`src/design/bcd_clock_with_setup_and_display_scan_unit_assert.svh`:
```
// ----------------------------------------------------------------------------
// BCD clock assertion macros
// Concurrent assertion wrappers on clk, with and without the reset guard.
// ----------------------------------------------------------------------------
`ifndef BCD_CLOCK_WITH_SETUP_AND_DISPLAY_SCAN_UNIT_ASSERT_SVH
`define BCD_CLOCK_WITH_SETUP_AND_DISPLAY_SCAN_UNIT_ASSERT_SVH

// check prop on every clk edge outside reset
`define BCDC_ASSERT(lbl, prop, msg) \
	lbl: assert property (@(posedge clk) disable iff (!arst_n) prop) else $error(msg);

// check prop on every clk edge, reset included
`define BCDC_ASSERT_ALL(lbl, prop, msg) \
	lbl: assert property (@(posedge clk) prop) else $error(msg);

`endif

```
`src/design/bcdc_pkg.sv`:
```
// ----------------------------------------------------------------------------
// BCD clock package
// Shared codes, limits, reset values and decode helpers.
// ----------------------------------------------------------------------------
package bcdc_pkg;

	localparam int DIGIT_COUNT = 6;

	localparam logic [7:0] HOURS_WRAP    = 8'h24;
	localparam logic [7:0] LIMIT_MINSEC  = 8'h60;
	localparam logic [5:0] DIGIT_MASK    = 6'h3F;
	localparam logic [7:0] BLINK_RESET   = 8'd150;
	localparam logic [7:0] AUTOINC_RESET = 8'd2;
	localparam logic [7:0] SEG_RESET     = 8'hFF;
	localparam logic [2:0] LAST_DIGIT    = 3'(DIGIT_COUNT - 1);

	typedef enum logic [1:0] {
		ACT_SECOND  = 2'd0,
		ACT_REFRESH = 2'd1,
		ACT_SETUP   = 2'd2,
		ACT_PLUS    = 2'd3
	} action_t;

	typedef enum logic [1:0] {
		MODE_RUN      = 2'd0,
		MODE_EDIT_SEC = 2'd1,
		MODE_EDIT_MIN = 2'd2,
		MODE_EDIT_HRS = 2'd3
	} mode_t;

	localparam logic CFG_BLINK_PERIOD  = 1'b0;
	localparam logic CFG_AUTOINC_DELAY = 1'b1;

	typedef struct packed {
		logic [7:0] seg;
		logic [5:0] en;
	} disp_t;

	// bit 7 flags wrap to zero
	function automatic logic [7:0] bcd_inc(input logic [6:0] val, input logic [7:0] limit);
		logic [7:0] v;
		v = {1'b0, val} + 8'd1;
		if (v[3:0] == 4'hA)
			v = v + 8'h06;
		if (v == limit)
			return 8'h80;
		return {1'b0, v[6:0]};
	endfunction

	function automatic logic [6:0] seg_decode(input logic [3:0] nib);
		case (nib)
			4'd0: return 7'h3F;
			4'd1: return 7'h06;
			4'd2: return 7'h5B;
			4'd3: return 7'h4F;
			4'd4: return 7'h66;
			4'd5: return 7'h6D;
			4'd6: return 7'h7D;
			4'd7: return 7'h07;
			4'd8: return 7'h7F;
			4'd9: return 7'h6F;
			default: return 7'h00;
		endcase
	endfunction

	function automatic logic [5:0] edit_mask(input mode_t mode);
		case (mode)
			MODE_EDIT_SEC: return 6'b000011;
			MODE_EDIT_MIN: return 6'b001100;
			MODE_EDIT_HRS: return 6'b110000;
			default:       return 6'b000000;
		endcase
	endfunction

endpackage

```
`src/design/bcdc_digit.sv`:
```
// ----------------------------------------------------------------------------
// BCD clock digit decode
// Segment byte and blink-gated digit enable for one scan position.
// ----------------------------------------------------------------------------
module bcdc_digit (
	input  logic [2:0]    scan,
	input  logic [6:0]    seconds,
	input  logic [6:0]    minutes,
	input  logic [5:0]    hours,
	input  logic [5:0]    blink_mask,
	output bcdc_pkg::disp_t disp
);

	logic [6:0] fld;
	logic [3:0] nib;
	logic       point;
	logic [7:0] sel;

	always_comb begin
		case (scan[2:1])
			2'd0: fld = seconds;
			2'd1: fld = minutes;
			2'd2: fld = {1'b0, hours};
			default: fld = 7'd0;
		endcase
		nib   = scan[0] ? {1'b0, fld[6:4]} : fld[3:0];
		point = !scan[0] && (scan[2:1] != 2'd0);
		sel   = 8'd1 << scan;
		disp.seg = {point, bcdc_pkg::seg_decode(nib)};
		disp.en  = sel[5:0] & blink_mask;
	end

endmodule

```
`src/design/bcd_clock_with_setup_and_display_scan_unit.sv`:
```
// ----------------------------------------------------------------------------
// BCD clock with setup and display scan
// Event-driven time keeping, edit modes, blink and auto-increment pacing,
// and a six-digit multiplexed seven-segment scan.
// ----------------------------------------------------------------------------
//  channel  | signals                                  | flow
//  ---------+------------------------------------------+--------------------
//  in       | in_valid, in_stall, action, plus_held    | valid/stall, sink
//  out      | out_valid, out_stall, segments,          | valid/stall, source
//           | digit_enable, seconds_bcd, minutes_bcd,  |
//           | hours_bcd, clock_mode                    |
//  cfg      | cfg_valid, cfg_ready, cfg_index, cfg_data| valid/ready, sink
//
// One word per clock sustained while the output is not stalled; a word's result
// is registered in the input register at acceptance, then in the state and result
// registers. Reset is asynchronous; cfg_ready is always high.
// A stalled output holds the event stage, which raises in_stall while it holds a word.
// ----------------------------------------------------------------------------
module bcd_clock_with_setup_and_display_scan_unit (
	input  logic       clk,
	input  logic       arst_n,
	input  logic       in_valid,
	output logic       in_stall,
	input  logic [1:0] action,
	input  logic       plus_held,
	output logic       out_valid,
	input  logic       out_stall,
	output logic [7:0] segments,
	output logic [5:0] digit_enable,
	output logic [6:0] seconds_bcd,
	output logic [6:0] minutes_bcd,
	output logic [5:0] hours_bcd,
	output logic [1:0] clock_mode,
	input  logic       cfg_valid,
	output logic       cfg_ready,
	input  logic       cfg_index,
	input  logic [7:0] cfg_data
);

	logic                valid_s1;
	bcdc_pkg::action_t   action_s1;
	logic                held_s1;
	logic                adv;

	logic [7:0]      blink_q, auto_q;
	logic [6:0]      sec_q, min_q, sec_n, min_n;
	logic [5:0]      hrs_q, hrs_n;
	bcdc_pkg::mode_t mode_q, mode_n;
	logic [2:0]      scan_q, scan_n;
	logic [5:0]      act_q, act_n, pend_q, pend_n;
	logic [7:0]      rc_q, rc_n, hc_q, hc_n;
	logic [7:0]      seg_q, seg_n;
	logic [5:0]      en_q, en_n;
	logic            out_valid_q;

	logic [7:0]      sec_inc, min_inc, hrs_inc, rc_inc;
	logic            do_edit;
	bcdc_pkg::disp_t disp;

	bcdc_digit u_digit (
		.scan       (scan_q),
		.seconds    (sec_q),
		.minutes    (min_q),
		.hours      (hrs_q),
		.blink_mask (act_q),
		.disp       (disp)
	);

	assign adv       = !out_valid_q || !out_stall;
	assign in_stall  = valid_s1 && !adv;
	assign cfg_ready = 1'b1;

	always_ff @(posedge clk or negedge arst_n) begin
		if (!arst_n) begin
			valid_s1 <= 1'b0;
		end else if (!in_stall) begin
			valid_s1 <= in_valid;
		end
	end

	always_ff @(posedge clk) begin
		if (!in_stall && in_valid) begin
			action_s1 <= bcdc_pkg::action_t'(action);
			held_s1   <= plus_held;
		end
	end

	always_ff @(posedge clk or negedge arst_n) begin
		if (!arst_n) begin
			blink_q <= bcdc_pkg::BLINK_RESET;
			auto_q  <= bcdc_pkg::AUTOINC_RESET;
		end else if (cfg_valid && cfg_ready) begin
			case (cfg_index)
				bcdc_pkg::CFG_BLINK_PERIOD:  blink_q <= cfg_data;
				bcdc_pkg::CFG_AUTOINC_DELAY: auto_q  <= cfg_data;
				default: ;
			endcase
		end
	end

	always_comb begin
		sec_inc = bcdc_pkg::bcd_inc(sec_q, bcdc_pkg::LIMIT_MINSEC);
		min_inc = bcdc_pkg::bcd_inc(min_q, bcdc_pkg::LIMIT_MINSEC);
		hrs_inc = bcdc_pkg::bcd_inc({1'b0, hrs_q}, bcdc_pkg::HOURS_WRAP);
		rc_inc  = rc_q + 8'd1;

		sec_n   = sec_q;
		min_n   = min_q;
		hrs_n   = hrs_q;
		mode_n  = mode_q;
		scan_n  = scan_q;
		act_n   = act_q;
		pend_n  = pend_q;
		rc_n    = rc_q;
		hc_n    = hc_q;
		seg_n   = seg_q;
		en_n    = en_q;
		do_edit = 1'b0;

		case (action_s1)
			bcdc_pkg::ACT_SECOND: begin
				if (mode_q == bcdc_pkg::MODE_RUN) begin
					sec_n = sec_inc[6:0];
					if (sec_inc[7]) begin
						min_n = min_inc[6:0];
						if (min_inc[7])
							hrs_n = hrs_inc[5:0];
					end
				end
			end
			bcdc_pkg::ACT_REFRESH: begin
				seg_n = disp.seg;
				en_n  = disp.en;
				if (scan_q >= bcdc_pkg::LAST_DIGIT) begin
					act_n  = pend_q;
					scan_n = 3'd0;
				end else begin
					scan_n = scan_q + 3'd1;
				end
				if (mode_q != bcdc_pkg::MODE_RUN) begin
					rc_n = rc_inc;
					if (rc_inc == blink_q) begin
						rc_n = 8'd0;
						if (!held_s1) begin
							pend_n = pend_q ^ bcdc_pkg::edit_mask(mode_q);
							hc_n   = 8'd0;
						end else begin
							if (hc_q == auto_q)
								do_edit = 1'b1;
							else
								hc_n = hc_q + 8'd1;
							pend_n = bcdc_pkg::DIGIT_MASK;
						end
					end
				end
			end
			bcdc_pkg::ACT_SETUP: begin
				case (mode_q)
					bcdc_pkg::MODE_RUN:      mode_n = bcdc_pkg::MODE_EDIT_HRS;
					bcdc_pkg::MODE_EDIT_HRS: mode_n = bcdc_pkg::MODE_EDIT_MIN;
					bcdc_pkg::MODE_EDIT_MIN: mode_n = bcdc_pkg::MODE_EDIT_SEC;
					default:                 mode_n = bcdc_pkg::MODE_RUN;
				endcase
				pend_n = bcdc_pkg::DIGIT_MASK;
				rc_n   = 8'd0;
			end
			default: begin
				if (mode_q != bcdc_pkg::MODE_RUN) begin
					do_edit = 1'b1;
					pend_n  = bcdc_pkg::DIGIT_MASK;
					rc_n    = 8'd0;
				end
			end
		endcase

		if (do_edit) begin
			case (mode_q)
				bcdc_pkg::MODE_EDIT_HRS: hrs_n = hrs_inc[5:0];
				bcdc_pkg::MODE_EDIT_MIN: min_n = min_inc[6:0];
				default:                 sec_n = sec_inc[6:0];
			endcase
		end
	end

	always_ff @(posedge clk or negedge arst_n) begin
		if (!arst_n) begin
			sec_q  <= 7'd0;
			min_q  <= 7'd0;
			hrs_q  <= 6'd0;
			mode_q <= bcdc_pkg::MODE_EDIT_HRS;
			scan_q <= 3'd0;
			act_q  <= bcdc_pkg::DIGIT_MASK;
			pend_q <= bcdc_pkg::DIGIT_MASK;
			rc_q   <= 8'd0;
			hc_q   <= 8'd0;
			seg_q  <= bcdc_pkg::SEG_RESET;
			en_q   <= bcdc_pkg::DIGIT_MASK;
		end else if (valid_s1 && adv) begin
			sec_q  <= sec_n;
			min_q  <= min_n;
			hrs_q  <= hrs_n;
			mode_q <= mode_n;
			scan_q <= scan_n;
			act_q  <= act_n;
			pend_q <= pend_n;
			rc_q   <= rc_n;
			hc_q   <= hc_n;
			seg_q  <= seg_n;
			en_q   <= en_n;
		end
	end

	always_ff @(posedge clk or negedge arst_n) begin
		if (!arst_n) begin
			out_valid_q <= 1'b0;
		end else if (adv) begin
			out_valid_q <= valid_s1;
		end
	end

	assign out_valid    = out_valid_q;
	assign segments     = seg_q;
	assign digit_enable = en_q;
	assign seconds_bcd  = sec_q;
	assign minutes_bcd  = min_q;
	assign hours_bcd    = hrs_q;
	assign clock_mode   = 2'(mode_q);

`include "bcd_clock_with_setup_and_display_scan_unit_assert.svh"

	`BCDC_ASSERT(a_sec_range, (sec_q < 7'h60) && (sec_q[3:0] <= 4'd9), "seconds not valid BCD")
	`BCDC_ASSERT(a_min_range, (min_q < 7'h60) && (min_q[3:0] <= 4'd9), "minutes not valid BCD")
	`BCDC_ASSERT(a_hrs_range, (hrs_q < 6'h24) && (hrs_q[3:0] <= 4'd9), "hours not valid BCD")
	`BCDC_ASSERT_ALL(a_scan_range, scan_q <= bcdc_pkg::LAST_DIGIT, "scan digit out of range")
	`BCDC_ASSERT(a_run_unmasked, (mode_q == bcdc_pkg::MODE_RUN) |-> (pend_q == bcdc_pkg::DIGIT_MASK), "blink mask pending in run mode")
	`BCDC_ASSERT(a_stage_hold, (valid_s1 && !adv) |=> (valid_s1 && $stable(action_s1)), "event stage dropped a stalled word")

endmodule

```
`config.mk`:
```
export PLATFORM = sky130hd
export DESIGN_NAME = bcd_clock_with_setup_and_display_scan_unit
export DESIGN_NICKNAME = d
export VERILOG_FILES = /design/src/design/bcdc_pkg.sv /design/src/design/bcdc_digit.sv /design/src/design/bcd_clock_with_setup_and_display_scan_unit.sv
export VERILOG_INCLUDE_DIRS = /design/src /design/src/design
export SDC_FILE = /design/constraint.sdc
export NUM_CORES = 1
export LEC_CHECK = 0
export ABC_AREA = 1
export BUFFER_PORTS_ARGS = -buffer_cell sky130_fd_sc_hd__buf_2
export CORE_MARGIN = 2
export CORE_UTILIZATION = 35
export DETAILED_ROUTE_END_ITERATION = 8
export GPL_ROUTABILITY_DRIVEN = 0
export PLACE_DENSITY_LB_ADDON = 0.15
export SYNTH_ARGS = -nofsm -noshare
export SYNTH_HDL_FRONTEND = slang
export SYNTH_HIERARCHICAL = 1
export SYNTH_SLANG_ARGS = --single-unit
```
`constraint.sdc`:
```
create_clock -name clk -period 3.34 [get_ports clk]
set_input_delay 0.167 -clock clk [delete_from_list [all_inputs] [get_ports clk]]
set_output_delay 0.167 -clock clk [all_outputs]
set_load 0.02 [all_outputs]
```
* Yosys cells after proc, flatten, opt, wreduce, memory -nomap -nowiden
Memory sizes are Yosys's and may differ from the RTL's. A register that Yosys moved wholly into a read port is not among the register bits.
Index checks and enable logic that the tools add are counted.
** Word-level totals
- Register bits :: 88
- ROM bits :: 112
- Bits of input ports :: 17
- Output and inout bits :: 39
- Logic and storage cells :: 131
- Memories :: 1
** Memory list
- (no name shown) :: depth 16, bits a word 7, read ports 1, clocked after memory_dff 1, write ports 0, RTL line bcdc_pkg.sv:51 : case (nib)
** Cells by class
- $add $sub $neg :: 9
- Order comparisons :: 1
- Equality and inequality tests :: 18
- Shift operators :: 1
- Muxes and demuxes :: 53
- Bitwise operators :: 4
- Reductions and logical operators :: 27
** Operators by type and width (count)
- 6-bit 2-to-1 mux :: 16
- 8-bit 2-to-1 mux :: 12
- 7-bit 2-to-1 mux :: 9
- 6-bit case mux with 3 select lines :: 2
- 8-bit case mux with 3 select lines :: 1
- 7-bit case mux with 3 select lines :: 1
- 7-bit by 1-bit adder with 8-bit output, second input constant :: 2
- 8-bit by 1-bit adder with 8-bit output, second input constant :: 2
- 8-bit by 3-bit adder with 8-bit output, second input constant :: 2
- 8-bit by 7-bit equality test with 1-bit output, second input constant :: 2
- 8-bit equality test :: 2
- 4-bit equality test, second input constant :: 3
- 5-bit AND reduction :: 2
- 7-bit by 3-bit adder with 8-bit output, second input constant :: 1
- 2-bit equality test, second input constant :: 4
- 8-bit by 6-bit equality test with 1-bit output, second input constant :: 1
- 1-bit 2-to-1 mux :: 8
- 2-bit AND reduction :: 4
- 6-bit by 1-bit adder with 7-bit output, second input constant :: 1
- 6-bit bitwise AND :: 1
- 2-bit by 1-bit equality test with 1-bit output, second input constant :: 3
- 1-bit logical NOT :: 6
- 2-bit logical NOT :: 3
- 2-bit inequality test, second input constant :: 3
- 15 further kinds :: 22

* Logic depth before layout (Yosys ltp)
Gate-level depths: netlist of run 1.
- Word-level depth :: 12
- Mapped depth :: 18
- Gate-level depth less buffers :: 17

* Hierarchy
Netlist of run 1, hierarchy kept.
** Modules (own cells, without submodules)
- bcd_clock_with_setup_and_display_scan_unit :: times used 1, cells each 686, area an instance 5223.8 sq um, seq. area each 2258.4 sq um
- bcdc_digit :: times used 1, cells each 104, area an instance 598.1 sq um, seq. area each 0.0 sq um

* Worst setup path after synthesis of run 1
OpenSTA, ideal clock, no wires.
- Path kind :: flip-flop to flip-flop
- Start point :: register sec_q[0], in the netlist seconds_bcd[0]
- End point :: register min_q[0], in the netlist minutes_bcd[0]
- Library setup time :: 0.118 ns
- Arrival :: 2.302 ns
- Data required time :: 3.222 ns
- Setup slack :: 0.920 ns
- Cell stages (with the launch flop) :: 13
- Buffers on the path :: 0
- Period minus slack after synthesis :: 2.420 ns
- Cells stage by stage :: dfrtp_1 > ha_1 > nand2_2 > and2_1 > ha_1 > o21bai_1 > nand3_1 > nor2_2 > nand3_4 > o21ai_4 > nand2_4 > nand2_1 > nand2_1
** On the way
- Longest elaborated chain between the ends :: 11
- Elaborated cells on any way between the ends :: 12
- Those cells by class :: 2 x add/sub; 2 x eq/ne; 8 x mux
** RTL lines
- from (decl) :: RTL line bcd_clock_with_setup_and_display_scan_unit.sv:46 : logic [6:0] sec_q, min_q, sec_n, min_n;
- from (signal assigned) :: RTL line bcd_clock_with_setup_and_display_scan_unit.sv:199 : sec_q <= sec_n;
- 7-bit by 1-bit adder with 8-bit output (*) :: RTL line bcdc_pkg.sv:42 : v = {1'b0, val} + 8'd1;
- 8-bit by 3-bit adder with 8-bit output or 4-bit equality test (tied branches) :: RTL line bcdc_pkg.sv:44, bcdc_pkg.sv:43
- 8-bit 2-to-1 mux (*) :: RTL line bcdc_pkg.sv:43 : if (v[3:0] == 4'hA)
- 8-bit by 7-bit equality test with 1-bit output (*) :: RTL line bcdc_pkg.sv:45 : if (v == limit)
- 1-bit 2-to-1 mux (*) :: RTL line bcdc_pkg.sv:45
- 8-bit 2-to-1 mux (*) :: RTL line bcdc_pkg.sv:47 : return {1'b0, v[6:0]};
- 7-bit 2-to-1 mux (*) :: RTL line bcd_clock_with_setup_and_display_scan_unit.sv:124 : if (sec_inc[7]) begin
- 7-bit 2-to-1 mux (*) :: RTL line bcd_clock_with_setup_and_display_scan_unit.sv:122 : if (mode_q == bcdc_pkg::MODE_RUN) begin
- 7-bit 2-to-1 mux (*) :: RTL line bcd_clock_with_setup_and_display_scan_unit.sv:120 : case (action_s1)
- 7-bit 2-to-1 mux :: RTL line bcd_clock_with_setup_and_display_scan_unit.sv:177 : case (mode_q)
- 7-bit 2-to-1 mux (*) :: RTL line bcd_clock_with_setup_and_display_scan_unit.sv:176 : if (do_edit) begin
- to (signal assigned) :: RTL line bcd_clock_with_setup_and_display_scan_unit.sv:200 : min_q <= min_n;
- to (decl) :: RTL line bcd_clock_with_setup_and_display_scan_unit.sv:46
Every way passes the cells marked *; elsewhere a longest branch is shown, timed or not.
A chain may end at the register's enable or synchronous reset.

* Final worst setup path of run 1
- Start point :: register sec_q[0], in the netlist seconds_bcd[0]
- End point :: register min_q[2], in the netlist minutes_bcd[2]
Same word-level chain as after synthesis.

==> results of run 1 <==
[per-stage QoR]
step / setup WS (ns) / util, % / cells
floorplan: 0.920 / - / 790
global placement: 0.817 / 38.3 / 1051
detailed placement: 0.743 / 38.3 / 1051
CTS: 0.721 / 40.2 / 1069
global route: 0.413 / 40.2 / 1069
finish: 0.727 / 40.2 / 1069
[metal layers]
layer	up-vias	share of wire, %	global-route usage [%]
li1	2637	-	-
met1	2220	49	22.4
met2	76	46	28.0
met3	14	3.1	2.57
met4	0	1.5	6.09
met5	-	0	0
[final cells by class]
class | instances | area (um^2)
Fill cell | 1735 | 9820
Multi-Input combinational cell | 585 | 3080
Sequential cell | 88 | 2260
Inverter | 101 | 379
Timing Repair Buffer | 59 | 315
Tap cell | 220 | 275
Clock buffer | 10 | 239
Clock inverter | 6 | 42.5
[flip-flops by register name, indices dropped and copies added (netlist names), 6 cells and up]
signal	flops
pend_q	6
auto_q	8
seconds_bcd	7
act_q	6
blink_q	8
hc_q	8
hours_bcd	6
rc_q	8
segments	8
digit_enable	6
minutes_bcd	7
[power breakdown]
| group | switching, mW | total (mW) | internal (mW) |
|---|---|---|---|
| Sequential | 0.305 | 1.70 | 1.40 |
| Clock | 0.467 | 0.995 | 0.528 |
| Combinational | 1.13 | 1.73 | 0.606 |
| Total | 1.90 | 4.43 | 2.53 |
[logic make-up after synthesis]
kind of cell / Yosys count / share of synthesized area, %
fa+ha+maj: 24 / 5.16
xor+xnor: 19 / 2.99
other cells: 1 / 0.0644
flops: 88 / 38.8
buf+inv: 117 / 8.27
simple gates: 471 / 38.0
compound gates: 70 / 6.75
[repair_timing]
item | 4_1_cts | 5_1_grt
endpoints found under the hold margin | 16 | 0
setup endpoints to repair | 0 | 0
hold buffers | 2 | 0
[cell usage in the layout, fill, tap and decap left out, drive strengths merged]
cell,n
dlygate4sd3,2
clkinv,6
nor3b,1
buf,57
and2,1
xor2,14
o22ai,7
a21boi,2
ha,24
a31oi,1
xnor2,5
nand3,75
nand4,24
clkbuf,10
or2,4
edfxtp,3
o21bai,2
o21ai,47
dfstp,33
o31ai,2
nor3,7
a21oi,8
dfrtp,52
conb,1
inv,101
nand2,293
nand3b,10
nor2,55
and3,1
o21a,1
[path summary, 6_finish.rpt]
kind | start | cells after the start | to
worst min register to register | segments[2] | 2 | segments[2]
max in group asynchronous | arst_n | 3 | blink_q[2]
worst min-delay path | action[1] | 1 | action_s1[1]
worst max-delay path | seconds_bcd[0] | 13 | minutes_bcd[2]
worst max register to register | seconds_bcd[0] | 13 | minutes_bcd[2]
min in group asynchronous | arst_n | 2 | minutes_bcd[3]
==> impl_metrics.tcl, run 1 <==
set metrics [dict create \
    path_max_fanout 11 \
    die_area_mm2 0.0177 \
    diodes 0 \
    initial_core_util_pct 35.5 \
    die_h_um 133 \
    stdcell_area_mm2 0.00659 \
    yosys.area.top_type_share_pct 22.4 \
    drt_iter0_markers 212 \
    yosysMostFrequentCell "nand2_1" \
    grt_max_degree 44 \
    relSlewSlack_pct 57.3 \
    ir_drop_v 0.000308 \
    synth_area_leaders "dfrtp_1 22%, nand2_1 18%, dfstp_2 15%" \
    wire_per_inst_um 12.9 \
    synth_edf_count 3 \
    via_per_inst 4.63 \
    area_growth_pct 13.2 \
    core_mm2 0.0164 \
    cts_buffers 9 \
    p_per_area_mw_per_mm2 672 \
    ys_ff_latch 88 \
    post_cts_resize_count 0 \
    dp_hpwl_mm 10.4 \
    leakagePower_nw 3.34 \
    synthArstFlopShare_pct 96.6 \
    layout-drive-gt1-share_pct 19.2 \
    synthFlopType "dfrtp_1" \
    synth.distinct_cells 46 \
    rrSetupSlack_ns 0.73 \
    drtPass1Iterations 4 \
    port_buffers 54 \
    ant_nets 0 \
    status "completed" \
    ys_seq_area_share_pct 38.8 \
    maxCapViolations 0 \
    max_freq_mhz 383 \
    die_x_um 133 \
    tightest_slew_ns 0.638 \
    syn_inst 790 \
    gr-usage-all-layers_pct 16.9 \
    end_kind "flip-flop" \
    vias 4947 \
    critical-path-max-stage-delay_ns 0.49 \
    yosys.area.top_type "dfrtp_1" \
    yosys_warnings 6 \
    synth_commonest_cells "274 x nand2_1, 89 x inv_1, 69 x nand3_1" \
    pin_count 56 \
    clk_latency_ns 0.36 \
    start_kind "flip-flop" \
    hold_class "in -> reg" \
    post-cts-setup-buffers 0 \
    fin_tns_setup_ns 0 \
    synth_fp_nets 831 \
    grt_pass1_wl_mm 24.0 \
    cts_tree "done" \
    grt_antenna_before_repair 0 \
    rsz0062_at_grt "no" \
    clockBufferDepth 2 \
    whs_ns 0.0110 \
    slew_violations 0 \
    syn_area_per_cell_um2 7.37 \
    nNetsFinal 885 \
    dpl-instance-area_mm2 0.00629 \
    cts.sinks 88 \
    fin_crit_sh_pct 78.2 \
    htreeDepth 3 \
    cts.clk_slew.worst_paths_ns 0.07 \
    syn_area_mm2 0.00582 \
    slowest_stage "dfrtp_1" \
    wl_mm 13.8 \
    cts_root_buf "clkbuf_16" \
    grt_pass1_vias 4860 \
    cp_common_cell "nand2_1" \
    cp.required_ns 3.59 \
    fin_crit_ns 2.61 \
    arrival_ns 2.86 \
    hold_viol_final 0 \
    setup_viol 0 \
    drc 0 \
    path_delay_family "simple AND/OR/NAND/NOR gates" \
    row_count 47 \
    finClkSkew_ns 0.00642 \
    grt-ovfl-total 0 \
    power.total_mw 4.43 \
    path_buf_inv 1 \
    path_cells "ha_1 > inv_2 > nand2_1 > and2_1 > ha_1 > o21bai_1 > nand3_1 > nor2_2 > nand3_4 > o21ai_4 > nand2_4 > nand2_1 > nand2_1" \
    crit_type "reg -> reg" \
]
(Power assumes the default switching activity.)
==> run 2, diff against run 1 <==
==> constraint.sdc (replaced) <==
create_clock -name clk -period 2.6 [get_ports clk]
set_input_delay 0.13 -clock clk [delete_from_list [all_inputs] [get_ports clk]]
set_output_delay 0.13 -clock clk [all_outputs]
set_load 0.02 [all_outputs]
==> impl_metrics.tcl, run 2 (synthesis results as in run 1) <==
set metrics [dict create \
    r2r-start "seconds_bcd[0]" \
    htreeDepth 3 \
    grt-ovfl-total 0 \
    min-delay-start "cfg_data[2]" \
    whs_ns 0.0309 \
    layout-drive-gt1-share_pct 20.2 \
    relSlewSlack_pct 58.1 \
    p_sw_share_pct 41.2 \
    dp.cells 1062 \
    row_count 47 \
    fin_crit_ns 2.36 \
    grt_pass1_wl_mm 23.4 \
    gr-usage-all-layers_pct 16.4 \
    finClkSkew_ns 0.00455 \
    maxCapViolations 0 \
    combPwrFrac_pct 41.7 \
    initial_core_util_pct 35.5 \
    p_per_area_mw_per_mm2 856 \
    via_per_inst 4.56 \
    cts.sinks 88 \
    crit_type "reg -> reg" \
    grt.busiest_layer "met2" \
    path_max_fanout 8 \
    path_cells "ha_1 > inv_2 > nand2_1 > and2_1 > ha_1 > nor2_1 > nand2_1 > nand2_1 > nand2_1 > nor2_4 > nand3_4 > o21ai_4 > nand2_4 > nand2_1 > nand2_1" \
    worstSetupStartpoint "seconds_bcd[0]" \
    fin_ws_ns 0.239 \
    dp_hpwl_mm 10.3 \
    seq_power_share_pct 36.3 \
    wire_per_inst_um 12.4 \
    cts.clk_slew.worst_paths_ns 0.06 \
    worstRegToRegCells 15 \
    grt_use_met1_pct 21.5 \
    die_h_um 133 \
    crit_cells 15 \
    fin_tns_setup_ns 0 \
    grt_antenna_before_repair 0 \
    drtPass1Iterations 4 \
    grt_max_degree 48 \
    wl_mm 13.4 \
    drt_iter0_markers 200 \
    grt_use_met2_pct 27.7 \
    clk_latency_ns 0.35 \
    leakagePower_nw 3.41 \
    worstHoldPathCells 3 \
    ir_drop_v 0.000364 \
    final_common_cell "nand2_1" \
    cts_root_buf "clkbuf_16" \
    slew_violations 0 \
    nNetsFinal 898 \
    mostFrequentLayoutCells "274 x nand2_1, 89 x inv_1, 69 x nand3_1" \
    drc 0 \
    clkPwrFrac_pct 22.1 \
    status "completed" \
    clockBufferDepth 2 \
    critical-path-max-stage-delay_ns 0.38 \
    end_kind "flip-flop" \
    fin_crit_sh_pct 90.8 \
    pin_count 56 \
    area_growth_pct 15.3 \
    path_delay_family "simple AND/OR/NAND/NOR gates" \
    die_x_um 133 \
    post-place-ws_ns 0.245 \
    tightest_slew_ns 0.629 \
    hold_viol_final 0 \
    fin_cells 1082 \
    post-cts-setup-buffers 0 \
    slowest_stage "dfrtp_1" \
    diodes 0 \
    grt_pass1_vias 4752 \
    fin_util_pct 40.9 \
    met3_usage_pct 3.03 \
    start_kind "flip-flop" \
    rsz0062_at_grt "no" \
    max_freq_mhz 424 \
    vias 4934 \
    switching_power_mw 2.37 \
    setup_viol 0 \
    cts_tree "done" \
    cp_common_cell "nand2_1" \
    cts_buffers 9 \
    arrival_ns 2.60 \
    port_buffers 54 \
    hold_class "in -> reg" \
    ant_nets 0 \
    path_buf_inv 1 \
    core_mm2 0.0164 \
    die_area_mm2 0.0177 \
    intPower_mw 3.38 \
    cp.required_ns 2.84 \
]
[run 2: cell types whose count changed in the layout (fill, tap and decap cells not counted)]
cell / change
buf_4: +10
clkbuf_8: +2
clkinv_4: -2
dlygate4sd3_1: +2
inv_4: +2
buf_12: +1
clkinv_2: -1
inv_6: -1
o21ai_0: -1
o21ai_1: +1
[run 2: power groups by stage]
stage	registers [mW]	logic, mW	clock network (mW)
5_1_grt	2.14	2.75	1.38
4_1_cts	2.09	2.43	1.33
3_3_place_gp	2.11	2.42	0
2_1_floorplan	2.24	1.66	0
6_report	2.08	2.39	1.27
3_5_place_dp	2.11	2.42	0
[run 2: timing repair]
item,in CTS,in global routing
endpoints found under the hold margin,32,0
gates resized for setup,0,1
setup endpoints to repair,0,7
hold buffers,4,0
[run 2: path summary, 6_finish.rpt]
| check | to | slack (ns) |
|---|---|---|
| setup / recovery | minutes_bcd[5] | 0.24 |
| hold / removal | blink_q[2] | 0.03 |
| setup reg to reg | minutes_bcd[5] | 0.24 |
| hold reg to reg | segments[5] | 0.46 |
| max in group asynchronous | blink_q[1] | 1.55 |
| min in group asynchronous | minutes_bcd[4] | 0.35 |
[run 2: layout make-up]
cell class                 count  area [um^2]
inverter                     101          379
multi-input combinational    585         3080
tap                          220          275
clock buffer                  12          267
timing repair buffer          72          430
fill                        1742         9690
clock inverter                 4         23.8
sequential                    88         2260
[run 2: routing by layer]
metal | part of all wire, % | routed length [um] | vias to the layer above
met4 | 1.1 | 149 | 0
met5 | 0 | 0 | -
li1 | - | - | 2653
met2 | 48 | 6440 | 61
met3 | 3.2 | 429 | 10
met1 | 48 | 6370 | 2210
[run 2: stage by stage]
| stage | power [mW] | area, um^2 |
|---|---|---|
| 3_3_place_gp | 4.52 | 6380 |
| 2_1_floorplan | 3.90 | 5820 |
| 4_1_cts | 5.85 | 6720 |
| 5_1_grt | 6.27 | 6720 |
| 3_5_place_dp | 4.53 | 6380 |
| 6_report | 5.75 | 6720 |
[run 2: worst min-delay path, stage by stage]
cell	delay (ns)
buf_2	0.10
inv_1	0.05
o21ai_0	0.08
==> run 3, diff against run 2 <==
--- a/config.mk
+++ b/config.mk
@@ -8,7 +8,7 @@
 export LEC_CHECK = 0
 export ABC_AREA = 1
 export BUFFER_PORTS_ARGS = -buffer_cell sky130_fd_sc_hd__buf_2
-export CORE_MARGIN = 2
+export CORE_MARGIN = 5
 export CORE_UTILIZATION = 35
 export DETAILED_ROUTE_END_ITERATION = 8
 export GPL_ROUTABILITY_DRIVEN = 0
==> impl_metrics.tcl, run 3 (synthesis results as in run 1) <==
set metrics [dict create \
    fin_crit_sh_pct 90.2 \
    via_per_inst 4.65 \
    worstSetupStartpoint "seconds_bcd[0]" \
    leakagePower_nw 3.43 \
    hold_viol_final 0 \
    grt_pass1_vias 4803 \
    holdPathEnd "valid_s1" \
    gr-usage-all-layers_pct 14.8 \
    clockBufferDepth 2 \
    post_cts_resize_count 0 \
    ant_nets 0 \
    wire_per_inst_um 12.7 \
    die_h_um 139 \
    htreeDepth 3 \
    p_per_area_mw_per_mm2 865 \
    vias 5040 \
    ir_drop_v 0.000427 \
    grt_antenna_before_repair 0 \
    r2r-start "seconds_bcd[0]" \
    clk_latency_ns 0.35 \
    min-delay-start "in_valid" \
    worstRegToRegCells 15 \
    arrival_ns 2.63 \
    final_common_cell "nand2_1" \
    fin_crit_ns 2.35 \
    cts_buffers 9 \
    rrSetupSlack_ns 0.25 \
    nNetsFinal 901 \
    port_buffers 54 \
    crit_type "reg -> reg" \
    layout-drive-gt1-share_pct 20.5 \
    fin_tns_setup_ns 0 \
    finClkSkew_ns 0.00654 \
    core_mm2 0.0165 \
    dpl-instance-area_mm2 0.00637 \
    cts_root_buf "clkbuf_16" \
    cts.clk_slew.worst_paths_ns 0.06 \
    grt_max_degree 67 \
    r2r_end "minutes_bcd[0]" \
    die_x_um 139 \
    grt-ovfl-total 0 \
    status "completed" \
    initial_core_util_pct 35.4 \
    setup_viol 0 \
    max_freq_mhz 426 \
    end_kind "flip-flop" \
    die_area_mm2 0.0193 \
    slew_violations 0 \
    cts_tree "done" \
    fillerInstances 1727 \
    area_growth_pct 15.8 \
    relSlewSlack_pct 40.8 \
    row_count 47 \
    grt_pass1_wl_mm 23.7 \
    mostFrequentLayoutCells "274 x nand2_1, 89 x inv_1, 69 x nand3_1" \
    drc 0 \
    pin_count 56 \
    wl_mm 13.8 \
    rsz0062_at_grt "no" \
    cts.sinks 88 \
    power.total_mw 5.84 \
    hold_class "in -> reg" \
    dp_hpwl_mm 10.5 \
    tightest_slew_ns 0.889 \
    maxCapViolations 0 \
    stdcell_area_mm2 0.00674 \
    drt_iter0_markers 210 \
    start_kind "flip-flop" \
    diodes 0 \
    path_max_fanout 5 \
    cp.required_ns 2.89 \
    drtPass1Iterations 4 \
    worstHoldPathCells 3 \
]
==> run 3: cell count changes in the layout (fill, tap and decap cells not counted), sizes merged <==
| cell | change |
|---|---|
| buf | +3 |
| clkinv | +2 |
| clkbuf | -1 |
| inv | -1 |
==> run 3: per-stage QoR <==
step                      setup WS (ns)  hold WS, ns  util (%)  instances
after global routing             0.0262       0.0200      41.0       1085
after floorplan                   0.180       -0.166         -        790
after global placement            0.292        0.308      38.7       1062
after CTS                         0.237      0.00589      40.8       1082
after detailed placement          0.255        0.308      38.7       1062
final                             0.254       0.0157      41.0       1085
==> run 3: worst max-delay path by stage <==
stage | to | cells after the start | slack [ns]
2_1_floorplan | minutes_bcd[0] | 12 | 0.18
3_3_place_gp | minutes_bcd[2] | 15 | 0.29
3_5_place_dp | minutes_bcd[5] | 15 | 0.25
4_1_cts | minutes_bcd[5] | 15 | 0.24
5_1_grt | minutes_bcd[6] | 13 | 0.03
6_report | minutes_bcd[0] | 15 | 0.25
==> run 3: cell type report <==
| class | instances | area [um^2] | share of cell area (%) |
|---|---|---|---|
| multi-input combinational | 585 | 3080 | 45.7 |
| sequential | 88 | 2260 | 33.5 |
| timing repair buffer | 75 | 440 | 6.53 |
| inverter | 101 | 379 | 5.62 |
| clock buffer | 11 | 275 | 4.08 |
| tap | 220 | 275 | 4.08 |
| clock inverter | 5 | 33.8 | 0.501 |
==> run 3: timing repair <==
action / CTS / global route
endpoints found under the setup margin: 0 / 1
buffers inserted: 0 / 3
hold buffers: 4 / 0
endpoints found under the hold margin: 55 / 0
==> run 3: routing by layer <==
| layer | global-route usage, % | up-vias | share of wire, % |
|---|---|---|---|
| met5 | 0 | - | 0 |
| met1 | 19.3 | 2277 | 48 |
| li1 | - | 2669 | - |
| met4 | 3.35 | 0 | 0.84 |
| met2 | 24.6 | 86 | 47 |
| met3 | 4.14 | 8 | 4.5 |
==> run 3: critical path, cell delays in order, from the launching register on <==
cell      delay [ns]
dfrtp_1         0.38
ha_1            0.26
inv_2           0.06
nand2_1         0.08
and2_1          0.19
ha_1            0.21
nor2_1          0.14
nand2_1         0.07
nand2_1         0.08
nand2_1         0.08
nor2_4          0.10
nand3_4         0.11
o21ai_4         0.25
buf_4           0.16
nand3b_1        0.07
nand2_1         0.07
==> run 3: power breakdown <==
group          total, mW  switching (mW)  internal [mW]
clock               1.33           0.568          0.767
sequential          2.10           0.302           1.80
combinational       2.40            1.54          0.853
total               5.84            2.42           3.42
